`src/rtl/wah_pkg.sv`:
```
// types, constants and round functions for the word array hash
// depends on nothing; imported by word_array_hash, its checker and its bench
`timescale 1ns / 1ps

package wah_pkg;

  localparam int unsigned WordW  = 32;
  localparam int unsigned CountW = 16;
  localparam int unsigned InW    = 80;  // data_word, word_count, start_value
  localparam int unsigned MaxWords = 65535;

  localparam logic [WordW-1:0] HashInit = 32'hdeadbeef;

  typedef struct packed {
    logic [WordW-1:0] a;
    logic [WordW-1:0] b;
    logic [WordW-1:0] c;
  } abc_t;

  // message tail waiting for the final rounds
  typedef struct packed {
    logic [WordW-1:0] w0;
    logic [WordW-1:0] w1;
    logic [WordW-1:0] w2;
    logic             has_mix;
    logic             bypass;
  } tail_t;

  function automatic logic [WordW-1:0] rotl(input logic [WordW-1:0] x, input int k);
    rotl = (x << k) | (x >> (WordW - k));
  endfunction

  // mix rounds one to three
  function automatic abc_t mix_lo(input abc_t s);
    abc_t r;
    r = s;
    r.a = r.a - r.c; r.a = r.a ^ rotl(r.c, 4);  r.c = r.c + r.b;
    r.b = r.b - r.a; r.b = r.b ^ rotl(r.a, 6);  r.a = r.a + r.c;
    r.c = r.c - r.b; r.c = r.c ^ rotl(r.b, 8);  r.b = r.b + r.a;
    mix_lo = r;
  endfunction

  // mix rounds four to six
  function automatic abc_t mix_hi(input abc_t s);
    abc_t r;
    r = s;
    r.a = r.a - r.c; r.a = r.a ^ rotl(r.c, 16); r.c = r.c + r.b;
    r.b = r.b - r.a; r.b = r.b ^ rotl(r.a, 19); r.a = r.a + r.c;
    r.c = r.c - r.b; r.c = r.c ^ rotl(r.b, 4);  r.b = r.b + r.a;
    mix_hi = r;
  endfunction

  function automatic abc_t fin_12(input abc_t s);
    abc_t r;
    r = s;
    r.c = r.c ^ r.b; r.c = r.c - rotl(r.b, 14);
    r.a = r.a ^ r.c; r.a = r.a - rotl(r.c, 11);
    fin_12 = r;
  endfunction

  function automatic abc_t fin_34(input abc_t s);
    abc_t r;
    r = s;
    r.b = r.b ^ r.a; r.b = r.b - rotl(r.a, 25);
    r.c = r.c ^ r.b; r.c = r.c - rotl(r.b, 16);
    fin_34 = r;
  endfunction

  function automatic abc_t fin_567(input abc_t s);
    abc_t r;
    r = s;
    r.a = r.a ^ r.c; r.a = r.a - rotl(r.c, 4);
    r.b = r.b ^ r.a; r.b = r.b - rotl(r.a, 14);
    r.c = r.c ^ r.b; r.c = r.c - rotl(r.b, 24);
    fin_567 = r;
  endfunction

endpackage

```
`src/rtl/word_array_hash.sv`:
```
// word_array_hash: streaming lookup3 word hash
// the input stream carries one message word per beat; a result word is the hash
// one hash word leaves on the master side for each message, in message order
// a beat taken while no message runs starts one: its word_count and start_value
// set the length and seed, its data_word is the first message word
// a zero-length start gives the initial c, with no rounds, and its data word is dropped
// throughput: one word per cycle while messages run and s_tready is high; every third
// word that does not end a message issues a three-stage mix pipeline, whose result
// the next triple picks up from a register; a message tail that comes while its last mix
// is still in flight, or while the final pipeline is stalled, parks in a one-entry holding
// register and s_tready drops until it moves on, once its mix has left the first two
// mix stages and the final pipeline can take it
// the last word's sum is registered in f1, then the final rounds run in f2, f3 and the
// output register that drives m_tvalid, after any wait in the holding register
// a stalled receiver holds the output register and the final pipeline; words
// keep being taken until a tail finds no room
// reset (rst, synchronous) empties all pipelines and leaves the block idle
`timescale 1ns / 1ps

module word_array_hash
  import wah_pkg::*;
(
  input  logic             clk,
  input  logic             rst,
  input  logic             s_tvalid,
  output logic             s_tready,
  input  logic [InW-1:0]   s_tdata,   // data_word[31:0], word_count[47:32], start_value[79:48]
  output logic             m_tvalid,
  input  logic             m_tready,
  output logic [WordW-1:0] m_tdata    // hash_value[31:0]
);

  logic [WordW-1:0]  data_word;
  logic [CountW-1:0] word_count;
  logic [WordW-1:0]  start_value;

  assign data_word   = s_tdata[31:0];
  assign word_count  = s_tdata[47:32];
  assign start_value = s_tdata[79:48];

  // message state
  logic [CountW-1:0] words_left;
  logic [1:0]        slot;
  logic              mixed;
  logic [WordW-1:0]  init_val;
  logic [WordW-1:0]  wbuf0;
  logic [WordW-1:0]  wbuf1;

  // mix pipeline
  logic  s1_v, s2_v;
  abc_t  s1, s2, s3;

  // holding register for a tail
  logic  tail_v;
  tail_t tail;

  // final pipeline
  logic  f1_v, f2_v, f3_v, out_v;
  logic  f1_byp, f2_byp, f3_byp;
  abc_t  f1, f2, f3, out_r;
  logic  f1_rdy, f2_rdy, f3_rdy, out_rdy;

  logic              acc;
  logic              starting;
  logic [CountW-1:0] count;
  logic [WordW-1:0]  init_now;
  logic [WordW-1:0]  base_init;
  logic [CountW-1:0] left;
  logic [1:0]        slot_cur;
  logic              has_mix;
  logic              ends;
  logic              issue_mix;
  tail_t             tail_now;
  logic              dep_now, dep_tail;
  logic              launch_in, launch_tail, launch;
  abc_t              base, launch_abc;
  logic              launch_byp;
  abc_t              mix_in;

  assign s_tready = !tail_v;
  assign acc      = s_tvalid && s_tready;

  assign out_rdy = !out_v || m_tready;
  assign f3_rdy  = !f3_v || out_rdy;
  assign f2_rdy  = !f2_v || f3_rdy;
  assign f1_rdy  = !f1_v || f2_rdy;

  always_comb begin
    starting  = (words_left == '0);
    count     = (32'(word_count) > MaxWords) ? CountW'(MaxWords) : word_count;
    init_now  = HashInit + {14'd0, count, 2'b00} + start_value;
    base_init = starting ? init_now : init_val;
    left      = starting ? count : words_left;
    slot_cur  = starting ? 2'd0 : slot;
    has_mix   = starting ? 1'b0 : mixed;
    ends      = (left <= CountW'(1));

    tail_now = '0;
    if (left == '0) begin
      tail_now.bypass = 1'b1;
    end else begin
      tail_now.has_mix = has_mix;
      case (slot_cur)
        2'd0: begin
          tail_now.w0 = data_word;
        end
        2'd1: begin
          tail_now.w0 = wbuf0;
          tail_now.w1 = data_word;
        end
        default: begin
          tail_now.w0 = wbuf0;
          tail_now.w1 = wbuf1;
          tail_now.w2 = data_word;
        end
      endcase
    end

    issue_mix = acc && !ends && (slot_cur >= 2'd2);

    // a mixed state is ready once it has left the first two mix stages
    dep_now  = !tail_now.has_mix || (!s1_v && !s2_v);
    dep_tail = !tail.has_mix || (!s1_v && !s2_v);

    launch_tail = tail_v && dep_tail && f1_rdy;
    launch_in   = acc && ends && dep_now && f1_rdy;
    launch      = launch_tail || launch_in;

    if (launch_tail) begin
      base       = tail.has_mix ? s3 : abc_t'{a: init_val, b: init_val, c: init_val};
      launch_abc = '{a: base.a + tail.w0, b: base.b + tail.w1, c: base.c + tail.w2};
      launch_byp = tail.bypass;
    end else begin
      base       = tail_now.has_mix ? s3 : abc_t'{a: base_init, b: base_init, c: base_init};
      launch_abc = '{a: base.a + tail_now.w0, b: base.b + tail_now.w1,
                     c: base.c + tail_now.w2};
      launch_byp = tail_now.bypass;
    end

    mix_in = has_mix ? s3 : abc_t'{a: base_init, b: base_init, c: base_init};
    mix_in = '{a: mix_in.a + wbuf0, b: mix_in.b + wbuf1, c: mix_in.c + data_word};
  end

  always_ff @(posedge clk) begin
    if (rst) begin
      words_left <= '0;
      slot       <= '0;
      mixed      <= 1'b0;
      s1_v       <= 1'b0;
      s2_v       <= 1'b0;
      tail_v     <= 1'b0;
      f1_v       <= 1'b0;
      f2_v       <= 1'b0;
      f3_v       <= 1'b0;
      out_v      <= 1'b0;
    end else begin
      if (acc) begin
        if (ends) begin
          words_left <= '0;
          slot       <= '0;
          mixed      <= 1'b0;
        end else begin
          words_left <= left - CountW'(1);
          if (slot_cur >= 2'd2) begin
            slot  <= '0;
            mixed <= 1'b1;
          end else begin
            slot  <= slot_cur + 2'd1;
            mixed <= has_mix;
          end
        end
      end

      s1_v <= issue_mix;
      s2_v <= s1_v;

      if (acc && ends && !launch_in) begin
        tail_v <= 1'b1;
      end else if (launch_tail) begin
        tail_v <= 1'b0;
      end

      if (f1_rdy) begin
        f1_v <= launch;
      end
      if (f2_rdy) begin
        f2_v <= f1_v;
      end
      if (f3_rdy) begin
        f3_v <= f2_v;
      end
      if (out_rdy) begin
        out_v <= f3_v;
      end
    end
  end

  // payload registers
  always_ff @(posedge clk) begin
    if (acc && starting) begin
      init_val <= init_now;
    end
    if (acc && !ends) begin
      if (slot_cur == 2'd0) begin
        wbuf0 <= data_word;
      end
      if (slot_cur == 2'd1) begin
        wbuf1 <= data_word;
      end
    end
    if (acc && ends && !launch_in) begin
      tail <= tail_now;
    end

    s1 <= mix_in;
    if (s1_v) begin
      s2 <= mix_lo(s1);
    end
    if (s2_v) begin
      s3 <= mix_hi(s2);
    end

    if (f1_rdy && launch) begin
      f1     <= launch_abc;
      f1_byp <= launch_byp;
    end
    if (f2_rdy && f1_v) begin
      f2     <= f1_byp ? f1 : fin_12(f1);
      f2_byp <= f1_byp;
    end
    if (f3_rdy && f2_v) begin
      f3     <= f2_byp ? f2 : fin_34(f2);
      f3_byp <= f2_byp;
    end
    if (out_rdy && f3_v) begin
      out_r <= f3_byp ? f3 : fin_567(f3);
    end
  end

  assign m_tvalid = out_v;
  assign m_tdata  = out_r.c;

endmodule

```
`config.mk`:
```
export PLATFORM = sky130hd
export DESIGN_NAME = word_array_hash
export DESIGN_NICKNAME = d
export VERILOG_FILES = /design/src/rtl/wah_pkg.sv /design/src/rtl/word_array_hash.sv
export SDC_FILE = /design/constraint.sdc
export NUM_CORES = 2
export LEC_CHECK = 0
export ABC_CLOCK_PERIOD_IN_PS = 21200
export BUFFER_PORTS_ARGS = -buffer_cell sky130_fd_sc_hd__buf_2
export CORE_ASPECT_RATIO = 1.25
export CORE_MARGIN = 4
export CORE_UTILIZATION = 45
export CTS_CLUSTER_SIZE = 40
export DETAILED_ROUTE_END_ITERATION = 6
export HOLD_SLACK_MARGIN = 0.06
export SLEW_MARGIN = 20
export SYNTH_ARGS = -nofsm -noshare
export SYNTH_HDL_FRONTEND = slang
export SYNTH_SLANG_ARGS = --single-unit
```
`constraint.sdc`:
```
create_clock -name clk -period 21.2 [get_ports clk]
set_input_delay 1.06 -clock clk [delete_from_list [all_inputs] [get_ports clk]]
set_output_delay 1.06 -clock clk [all_outputs]
set_load 0.1 [all_outputs]
```
==> results.yml <==
run_status:
  status: "finished clean"
critical_path:
  endpoint_kind: "register"
  arrival_ns: 10.85
  r2r_cells: 38
  required_ns: 21.68
  cp_max_fo: 13
  critPathKind: "register to register"
  cp-start-kind: "register"
  slowest_stage: "edfxtp_1"
  max_stage_delay_ns: 0.84
  cpMostUsedCell: "o21ai_1"
die:
  die_h_um: 470
  num_rows: 169
  start_util_pct: 45.2
  die-area_mm2: 0.177
  core_area_mm2: 0.170
  die_w_um: 377
  ios: 118
layout:
  post-route-util_pct: 49.5
  fillers: 16000
  nets: 9736
  drive_gt1_share_pct: 7.02
  fin_cells: 11000
  syn_to_final_growth_pct: 9.42
logic_synthesis:
  synth-async-reset-ratio_pct: 0
  ys_seq_area_share_pct: 30.9
  ys_warn_count: 0
  synth_top_area_cell: "edfxtp_1"
  synth-edff-count: 709
  synthFlopType: "edfxtp_1"
  synth_area_mm2: 0.0767
  synth_nets: 9570
  syn_area_per_cell_um2: 8.98
  synth_area_leaders: "edfxtp_1, ha_1, xnor2_1"
  synth_top_area_share_pct: 27.7
  ys_types: 119
  synthCells: 8544
  synth.top_cells.by_count: "ha_1, xnor2_1, nand2_1"
  yosysMostFrequentCell: "ha_1"
  synth-seq-cells: 831
clocking:
  htreeDepth: 3
  clk_pin_slew_ns: 0.06
  cts_buffers: 101
  cts_setup_buffers: 0
  clockBufferDepth: 3
  cts_resized: 0
  insertion_delay_ns: 0.77
  hold_buffers: 0
  cts.sinks: 831
  cts_tree: "yes"
  root_buffer: "clkbuf_16"
global_route:
  grt_pass1_wl_mm: 438
  grt_max_degree: 77
  grt_antenna_before_repair: 31
  grt_pass1_vias: 65300
  track_usage_pct: 34.2
  grt_overflow: 0
routing:
  final_antenna_net_count: 0
  route.detailed.drc: 0
  dr.pass1.iters: 6
  num_vias: 63900
  totalWireLength_mm: 309
  drt-vias-per-instance: 5.79
  drt_iter0_drc: 4399
  wl_per_cell_um: 28.0
sta:
  finalSetupTns_ns: 0
  fin_crit_ns: 10.37
  drv_slew: 0
  hold_ws_ns: 0.478
  skew_ns: 0.0286
  finalHoldViolCount: 0
  period_share_pct: 48.9
  max_freq_mhz: 96.4
  tightest_slew_ns: 1.23
  setup_viol: 0
  slew_headroom_pct: 17.6
  rsz0062_at_grt: "false"
flow_run:
  cap_viol_max_count: 0
placement:
  hpwl_mm: 258
  gp_congestion: 1.08
  port_buffers: 117
  placed_cells: 10800
worst_hold_path:
  hold_class: "register to register"
  hold_depth: 2
[cell usage in the layout, fill, tap and decap left out, types with 21 or more instances in the layout]
| cell type | instances |
|---|---|
| nor3_1 | 148 |
| a31oi_1 | 67 |
| fa_1 | 29 |
| xor2_1 | 382 |
| and2_1 | 61 |
| nand3_1 | 132 |
| a21boi_0 | 35 |
| clkbuf_16 | 103 |
| dfxtp_1 | 120 |
| o31ai_1 | 53 |
| nand2b_1 | 118 |
| xnor2_1 | 816 |
| or2_2 | 34 |
| nand4_1 | 31 |
| a21o_1 | 305 |
| a21oi_1 | 712 |
| and3_1 | 58 |
| or3_1 | 48 |
| inv_1 | 658 |
| o21ai_1 | 52 |
| a211oi_1 | 50 |
| a211o_1 | 26 |
| nand2_1 | 806 |
| buf_2 | 117 |
| o21bai_1 | 132 |
| ha_1 | 913 |
| edfxtp_1 | 709 |
| nor2b_1 | 164 |
| a22o_1 | 26 |
| o21a_1 | 197 |
| mux2_2 | 41 |
| buf_4 | 98 |
| mux2i_1 | 28 |
| o21ai_0 | 483 |
| xnor2_2 | 21 |
| nor2_1 | 515 |
| a31o_2 | 24 |
| o211ai_1 | 42 |
[layout make-up]
type                            instances  area (um^2)  area share, %
Inverter                              659         2470           2.95
Sequential cell                       831        23700           28.3
Multi-Input combinational cell       6900        50200           59.8
Tap cell                             2223         2780           3.31
Clock inverter                         67          671          0.799
Clock buffer                          121         2730           3.25
Timing Repair Buffer                  217         1340           1.60
Antenna cell                           16         40.0         0.0477
[through the flow]
stage | setup slack [ns] | area, um^2
6_report | 10.83 | 84000
5_1_grt | 10.44 | 83900
4_1_cts | 10.88 | 83900
3_5_place_dp | 10.93 | 80500
3_3_place_gp | 10.95 | 80500
2_1_floorplan | 12.08 | 76700
[worst max-delay path: cells and delay by family, from the launching register on]
| family | cells | cell delay [ns] |
|---|---|---|
| xor+xnor | 4 | 1.02 |
| simple gates | 8 | 1.46 |
| buf+inv | 2 | 0.24 |
| flops | 1 | 0.84 |
| fa+ha+maj | 3 | 1.02 |
| compound gates | 21 | 5.47 |
[cells by family after synthesis]
group	synth area share, %
and+or+nand+nor	13.5
DFF	30.9
muxes	0.967
xor gates and xnor gates	14.4
adders and majority gates	15.6
AOI/OAI and AO/OA	20.5
buffers and inverters	3.99
[layer usage]
metal | track usage [%] | part of all wire [%] | up-vias
li1 | - | - | 30900
met1 | 32.7 | 33 | 30400
met2 | 61.3 | 50 | 1870
met3 | 5.27 | 4.8 | 755
met4 | 33.8 | 12 | 14
met5 | 0 | 0.032 | -
[flip-flops by register name, summed over array words and instances (netlist names), 2 cells and up]
| register | cells |
|---|---|
| f1 | 96 |
| f2 | 96 |
| f3 | 96 |
| init_val | 32 |
| m_tdata | 32 |
| s1 | 96 |
| s2 | 96 |
| s3 | 96 |
| slot | 2 |
| tail | 98 |
| wbuf0 | 32 |
| wbuf1 | 32 |
| words_left | 16 |
[worst paths after layout]
path,startpoint,endpoint,slack (ns)
min,slot[0]$_SDFFE_PP0P_,slot[0]$_SDFFE_PP0P_,0.48
min reg2reg,slot[0]$_SDFFE_PP0P_,slot[0]$_SDFFE_PP0P_,0.48
max,f3[29]$_DFFE_PP_,m_tdata[31]$_DFFE_PP_,10.83
max reg2reg,f3[29]$_DFFE_PP_,m_tdata[31]$_DFFE_PP_,10.83
Power is left out: the tool's default activity adds up to more than one toggle a clock period on the data nets, which glitch-free logic cannot reach.
